[src/rtl/core/mlfd_pkg.sv]
// Shared types, codes and marker helpers for the marker/length frame deframer.
`default_nettype none

package mlfd_pkg;

    localparam int unsigned MARKER_W = 24;
    localparam int unsigned BYTE_W = 8;
    localparam int unsigned CFG_INDEX_W = 2;

    localparam logic [MARKER_W-1:0] START_MARKER_RESET = 24'h667776;
    localparam logic [MARKER_W-1:0] END_MARKER_RESET = 24'h465756;
    localparam logic [BYTE_W-1:0] MARKER_LAST_POS = 8'd2;

    typedef enum logic [CFG_INDEX_W-1:0] {
        CFG_START_MARKER = 2'd0,
        CFG_END_MARKER   = 2'd1
    } cfg_index_t;

    typedef enum logic [2:0] {
        PH_SEARCH  = 3'd0,
        PH_START   = 3'd1,
        PH_LENGTH  = 3'd2,
        PH_PAYLOAD = 3'd3,
        PH_END     = 3'd4,
        PH_DONE    = 3'd5
    } phase_t;

    typedef enum logic [1:0] {
        ST_NONE  = 2'd0,
        ST_DONE  = 2'd1,
        ST_ABORT = 2'd2
    } status_t;

    typedef struct packed {
        logic              payload_valid;
        logic [BYTE_W-1:0] payload_byte;
        status_t           frame_status;
    } result_t;

    function automatic logic [BYTE_W-1:0] marker_byte(
        input logic [MARKER_W-1:0] marker,
        input logic [BYTE_W-1:0]   pos
    );
        logic [BYTE_W-1:0] sel;
        sel = '0;
        if (pos == 8'd0)
        begin
            sel = marker[23:16];
        end
        else if (pos == 8'd1)
        begin
            sel = marker[15:8];
        end
        else if (pos == MARKER_LAST_POS)
        begin
            sel = marker[7:0];
        end
        return sel;
    endfunction

endpackage

`default_nettype wire

[src/rtl/core/mlfd_parser.sv]
// Next-state and result logic of the deframer for one item.
`default_nettype none

module mlfd_parser (
    input  wire logic [23:0]          start_marker,
    input  wire logic [23:0]          end_marker,
    input  wire mlfd_pkg::phase_t     phase,
    input  wire logic [7:0]           pos,
    input  wire logic                 command,
    input  wire logic [7:0]           data_byte,
    output mlfd_pkg::phase_t          phase_next,
    output logic [7:0]                pos_next,
    output mlfd_pkg::result_t         result
);
    import mlfd_pkg::*;

    logic       start_hit;
    logic [7:0] pos_inc;

    assign start_hit = (data_byte == marker_byte(start_marker, 8'd0));
    assign pos_inc = pos + 8'd1;

    always_comb
    begin
        phase_next = phase;
        pos_next = pos;
        result.payload_valid = 1'b0;
        result.payload_byte = '0;
        result.frame_status = ST_NONE;

        if (command)
        begin
            if (phase == PH_START || phase == PH_LENGTH || phase == PH_PAYLOAD
                || phase == PH_END)
            begin
                result.frame_status = ST_ABORT;
            end
            phase_next = PH_SEARCH;
            pos_next = '0;
        end
        else
        begin
            unique case (phase)
                PH_START:
                begin
                    if (data_byte == marker_byte(start_marker, pos))
                    begin
                        if (pos_inc > MARKER_LAST_POS)
                        begin
                            phase_next = PH_LENGTH;
                            pos_next = '0;
                        end
                        else
                        begin
                            pos_next = pos_inc;
                        end
                    end
                    else
                    begin
                        result.frame_status = ST_ABORT;
                        phase_next = start_hit ? PH_START : PH_SEARCH;
                        pos_next = start_hit ? 8'd1 : 8'd0;
                    end
                end
                PH_LENGTH:
                begin
                    pos_next = data_byte;
                    phase_next = PH_PAYLOAD;
                end
                PH_PAYLOAD:
                begin
                    if (pos != 8'd0)
                    begin
                        pos_next = pos - 8'd1;
                        result.payload_valid = 1'b1;
                        result.payload_byte = data_byte;
                    end
                    else if (data_byte == marker_byte(end_marker, 8'd0))
                    begin
                        phase_next = PH_END;
                        pos_next = 8'd1;
                    end
                    else
                    begin
                        result.frame_status = ST_ABORT;
                        phase_next = start_hit ? PH_START : PH_SEARCH;
                        pos_next = start_hit ? 8'd1 : 8'd0;
                    end
                end
                PH_END:
                begin
                    if (data_byte == marker_byte(end_marker, pos))
                    begin
                        if (pos_inc > MARKER_LAST_POS)
                        begin
                            phase_next = PH_DONE;
                            pos_next = '0;
                            result.frame_status = ST_DONE;
                        end
                        else
                        begin
                            pos_next = pos_inc;
                        end
                    end
                    else
                    begin
                        result.frame_status = ST_ABORT;
                        phase_next = start_hit ? PH_START : PH_SEARCH;
                        pos_next = start_hit ? 8'd1 : 8'd0;
                    end
                end
                PH_DONE:
                begin
                    phase_next = PH_DONE;
                end
                default:
                begin
                    phase_next = start_hit ? PH_START : PH_SEARCH;
                    pos_next = start_hit ? 8'd1 : 8'd0;
                end
            endcase
        end
    end

endmodule

`default_nettype wire

[src/rtl/core/marker_length_frame_deframer.sv]
// Top level of the marker/length frame deframer with input, state and result registers.
// The block takes one item per cycle, unless the receiver stalls, on the input channel
// (in_valid/in_ready) carrying a command bit and a stream byte, and returns exactly one
// result item per input item on the output channel (out_valid/out_ready): a payload byte
// with its valid flag, a frame status and the frame_done flag. Each item is held in an
// input register, goes through the parser logic and lands in the result register, where it
// is presented. Throughput is one item per cycle while the receiver keeps up, set by the
// parser phase and position registers updating with each item.
// When the receiver stalls, the result register holds its item and the input register holds
// the next one; in_ready drops only when both are full.
// The marker registers are written through the cfg channel (cfg_valid/cfg_ready, index 0
// for the start marker, index 1 for the end marker); other indexes are accepted and
// ignored. Writes are always accepted and should only be made while no item is in flight.
// Reset clears both channels, returns the parser to start-marker search and loads the
// default markers "fwv" and "FWV".
`default_nettype none

module marker_length_frame_deframer (
    input  wire logic                              clk,
    input  wire logic                              rst_n,
    input  wire logic                              cfg_valid,
    output logic                                   cfg_ready,
    input  wire logic [mlfd_pkg::CFG_INDEX_W-1:0]  cfg_index,
    input  wire logic [mlfd_pkg::MARKER_W-1:0]     cfg_data,
    input  wire logic                              in_valid,
    output logic                                   in_ready,
    input  wire logic                              command,
    input  wire logic [7:0]                        data_byte,
    output logic                                   out_valid,
    input  wire logic                              out_ready,
    output logic                                   payload_valid,
    output logic [7:0]                             payload_byte,
    output logic [1:0]                             frame_status,
    output logic                                   frame_done
);
    import mlfd_pkg::*;

    logic [MARKER_W-1:0] start_marker_reg;
    logic [MARKER_W-1:0] end_marker_reg;
    logic                in_valid_reg;
    logic                in_command_reg;
    logic [7:0]          in_data_reg;
    phase_t              phase_reg;
    phase_t              phase_next;
    logic [7:0]          pos_reg;
    logic [7:0]          pos_next;
    result_t             result_next;
    result_t             result_reg;
    logic                done_reg;
    logic                out_valid_reg;
    logic                advance;

    assign cfg_ready = 1'b1;
    assign advance = in_valid_reg && (!out_valid_reg || out_ready);
    assign in_ready = !in_valid_reg || advance;

    mlfd_parser u_parser (
        .start_marker (start_marker_reg),
        .end_marker   (end_marker_reg),
        .phase        (phase_reg),
        .pos          (pos_reg),
        .command      (in_command_reg),
        .data_byte    (in_data_reg),
        .phase_next   (phase_next),
        .pos_next     (pos_next),
        .result       (result_next)
    );

    always_ff @(posedge clk or negedge rst_n)
    begin
        if (!rst_n)
        begin
            start_marker_reg <= START_MARKER_RESET;
            end_marker_reg <= END_MARKER_RESET;
        end
        else if (cfg_valid)
        begin
            if (cfg_index == CFG_START_MARKER)
            begin
                start_marker_reg <= cfg_data;
            end
            else if (cfg_index == CFG_END_MARKER)
            begin
                end_marker_reg <= cfg_data;
            end
        end
    end

    always_ff @(posedge clk or negedge rst_n)
    begin
        if (!rst_n)
        begin
            in_valid_reg <= 1'b0;
            phase_reg <= PH_SEARCH;
            pos_reg <= '0;
            out_valid_reg <= 1'b0;
            done_reg <= 1'b0;
        end
        else
        begin
            if (in_ready)
            begin
                in_valid_reg <= in_valid;
            end
            if (advance)
            begin
                phase_reg <= phase_next;
                pos_reg <= pos_next;
                done_reg <= (phase_next == PH_DONE);
                out_valid_reg <= 1'b1;
            end
            else if (out_ready)
            begin
                out_valid_reg <= 1'b0;
            end
        end
    end

    always_ff @(posedge clk)
    begin
        if (in_valid && in_ready)
        begin
            in_command_reg <= command;
            in_data_reg <= data_byte;
        end
        if (advance)
        begin
            result_reg <= result_next;
        end
    end

    assign out_valid = out_valid_reg;
    assign payload_valid = result_reg.payload_valid;
    assign payload_byte = result_reg.payload_byte;
    assign frame_status = result_reg.frame_status;
    assign frame_done = done_reg;

endmodule

`default_nettype wire
[config.mk]
export PLATFORM = sky130hd
export DESIGN_NAME = marker_length_frame_deframer
export DESIGN_NICKNAME = d
export VERILOG_FILES = /design/src/rtl/core/mlfd_pkg.sv /design/src/rtl/core/mlfd_parser.sv /design/src/rtl/core/marker_length_frame_deframer.sv
export SDC_FILE = /design/constraint.sdc
export NUM_CORES = 1
export LEC_CHECK = 0
export ABC_AREA = 1
export BUFFER_PORTS_ARGS = -buffer_cell sky130_fd_sc_hd__buf_2
export CAP_MARGIN = 25
export CORE_MARGIN = 1
export CORE_UTILIZATION = 63
export CTS_BUF_LIST = sky130_fd_sc_hd__clkbuf_8 sky130_fd_sc_hd__clkbuf_16
export CTS_CLUSTER_SIZE = 25
export DETAILED_ROUTE_END_ITERATION = 6
export GPL_ROUTABILITY_DRIVEN = 0
export PLACE_DENSITY = 0.81
export SETUP_SLACK_MARGIN = 0.2
export SLEW_MARGIN = 20
export SYNTH_ARGS = -nofsm -noshare
export SYNTH_HDL_FRONTEND = slang
export SYNTH_SLANG_ARGS = --single-unit
[constraint.sdc]
create_clock -name clk -period 3.3 [get_ports clk]
set_input_delay 0.66 -clock clk [delete_from_list [all_inputs] [get_ports clk]]
set_output_delay 0.66 -clock clk [all_outputs]
set_load 0.1 [all_outputs]
==> impl_metrics.env <==
export IMPL_h_tree_depth=3
export IMPL_async_reset_ff_frac=0.756
export IMPL_cp_required_ps=3550
export IMPL_root_buffer="clkbuf_8"
export IMPL_first_global_vias=3636
export IMPL_r2r_end="pos_reg[0]"
export IMPL_p_per_area_mw_per_mm2=505
export IMPL_cts_buffers=9
export IMPL_hp_class="in2async"
export IMPL_wirelength_microns=10700
export IMPL_top_layer="met4"
export IMPL_drc=0
export IMPL_end_kind="register"
export IMPL_clkLatencyLatePin_ps=360
export IMPL_ctsLongestPathBuffers=2
export IMPL_synth_fp_nets=646
export IMPL_synth_area_leaders="dfrtp_1, nand2_1, dfstp_2"
export IMPL_path_clk_slew_ps=90
export IMPL_min_period_over_period=0.814
export IMPL_die_area_sq_mm=0.00776
export IMPL_synth_seq_cells=82
export IMPL_diodes=0
export IMPL_grt_first_pass_wirelength_microns=17300
export IMPL_path_class="reg2reg"
export IMPL_rsz0062_at_grt="no"
export IMPL_std_cell_rows=31
export IMPL_syn_area_per_cell_sq_um=7.78
export IMPL_die_h_microns=88.1
export IMPL_crit_path_max_fanout=19
export IMPL_met1Wirelength_microns=4570
export IMPL_ys_flop_type="dfrtp_1"
export IMPL_critPathLaunch="pos_reg[0]"
export IMPL_finalSetupViolations=0
export IMPL_cp_arrival_ps=2940
export IMPL_nets=694
export IMPL_antenna_found_initial=0
export IMPL_hold_buffers=0
export IMPL_area_growth_pct=11.3
export IMPL_fin_crit_ps=2690
export IMPL_wl_met2_microns=5070
export IMPL_maxSlewViolCount=0
export IMPL_grt_usage=0.297
export IMPL_final_layout_size_suffix_gt1_frac=0.185
export IMPL_vias=4126
export IMPL_rrSetupSlack_ps=610
export IMPL_cts_tree="built"
export IMPL_start_kind="register"
export IMPL_synth_most_common_cell="nand2_1"
export IMPL_io_pins=55
export IMPL_synth_top_area_share=0.188
export IMPL_netlist_area_sq_mm=0.00467
export IMPL_hold_violations=0
export IMPL_grt_overflow_total=0
export IMPL_fmax_mhz=372
export IMPL_tightest_slew_ps=805
export IMPL_yosysTopAreaCell="dfrtp_1"
export IMPL_leakagePower_uw=0.00258
export IMPL_relSlewSlack=0.464
export IMPL_dr_pass1_iters=6
export IMPL_die_x_microns=88.1
export IMPL_final_setup_skew_ps=12.0
export IMPL_postLayoutCellArea_sq_mm=0.00519
export IMPL_r2r_start="pos_reg[0]"
export IMPL_maxCapViolations=0
export IMPL_first_iter_violations=298
export IMPL_dp_hpwl_microns=7850
export IMPL_ir_worst_vdd_uv=326
export IMPL_synthCells=600
export IMPL_grt_max_degree=49
export IMPL_wire_per_inst_microns=14.3
export IMPL_reg2regPathDepth=18
export IMPL_synthTopCellsByCount="nand2_1, inv_1, o21ai_0"
export IMPL_dpl_cell_area_sq_mm=0.00498
export IMPL_numPortBuffers=53
export IMPL_met3WireLength_microns=714
export IMPL_ant_nets=0
export IMPL_postCtsSetupBuffers=0
export IMPL_setup_tns_ps=0
export IMPL_ys_types=38
export IMPL_cts_sinks=82
export IMPL_initial_core_util=0.647
export IMPL_ys_warn_count=0
export IMPL_status="finished clean"
export IMPL_via_per_inst=5.49
export IMPL_seq_area_frac_synth=0.468
export IMPL_synth_edff_count=20
export IMPL_fp_coreArea_sq_mm=0.00721
export IMPL_post_cts_resized=0
-- report_power, final --
part           switching [uW]  internal [uW]  total (uW)
Combinational             365            157         522
Sequential                103           1210        1310
Clock                     369            425         793
-- metrics by stage --
stage,std cells,util,power [uW],hold slack [ps],setup WS (ps)
finish,752,0.720,2620,378,614
global route,752,0.720,2740,456,388
CTS,752,0.720,2630,407,680
detailed placement,736,0.690,1840,474,742
global placement,736,0.690,1820,471,813
floorplan,600,-,1700,364,594
-- worst max path at each step --
stage                                end  slack [ps]  cells after the start
after floorplan           in_command_reg         590                      3
after global placement        pos_reg[0]         810                     18
after detailed placement    phase_reg[0]         740                     18
after CTS                     pos_reg[0]         680                     18
after global routing          pos_reg[0]         390                     18
final                         pos_reg[0]         610                     18
-- layout make-up --
cell class              count  area (sq um)
clock inverters             7          92.6
clock buffers               9           124
flip-flops and latches     82          2190
fillers                   574          2020
inverters                  76           289
well taps                  99           124
repair buffers             57           295
multi-input cells         422          2080
-- worst max-delay path: stages (launching register included) --
cell and delay [ps]:
dfrtp_1 460, inv_1 210, ha_1 200, nand2_2 90, nor2_8 280, inv_4 150
or2_1 240, nand2_1 80, nand2_1 50, nand2_1 70, nand2_1 70, nor2_2 130
nand2_2 80, clkinv_2 70, nand2_2 40, a21oi_1 170, nand2_1 90, nand2_1 60
nand2_1 40
-- layout by cell type, fill, tap and decap left out, drive strengths merged, types with 3 or more instances in the layout --
cell / count
o22ai: 6
nor3: 5
a21oi: 10
nand4: 4
xnor2: 9
ha: 6
nor4: 4
xor2: 13
clkbuf: 9
inv: 77
dfrtp: 35
nor2: 45
o21ai: 53
a31oi: 3
nand3: 42
or2: 7
clkinv: 3
dfstp: 27
a22oi: 4
buf: 57
edfxtp: 20
nand2: 204
-- cells by family (layout without fill, tap and decap cells) --
kind of cell / count (synthesis) / in the layout / synth area share
AOI/OAI and AO/OA: 81 / 81 / 0.0943
xor gates and xnor gates: 22 / 22 / 0.0413
adders and majority gates: 6 / 6 / 0.0161
buffers and inverters: 96 / 149 / 0.0852
DFF: 82 / 82 / 0.468
other: 1 / 1 / 0.000803
and+or+nand+nor: 312 / 312 / 0.294
-- metal layers --
| layer | GRT usage | vias to the layer above |
|---|---|---|
| met3 | 0.0377 | 39 |
| met4 | 0.148 | 0 |
| li1 | - | 2005 |
| met1 | 0.388 | 1881 |
| met2 | 0.489 | 201 |
| met5 | 0 | - |
Note: power is estimated with default switching activity, not from simulation.
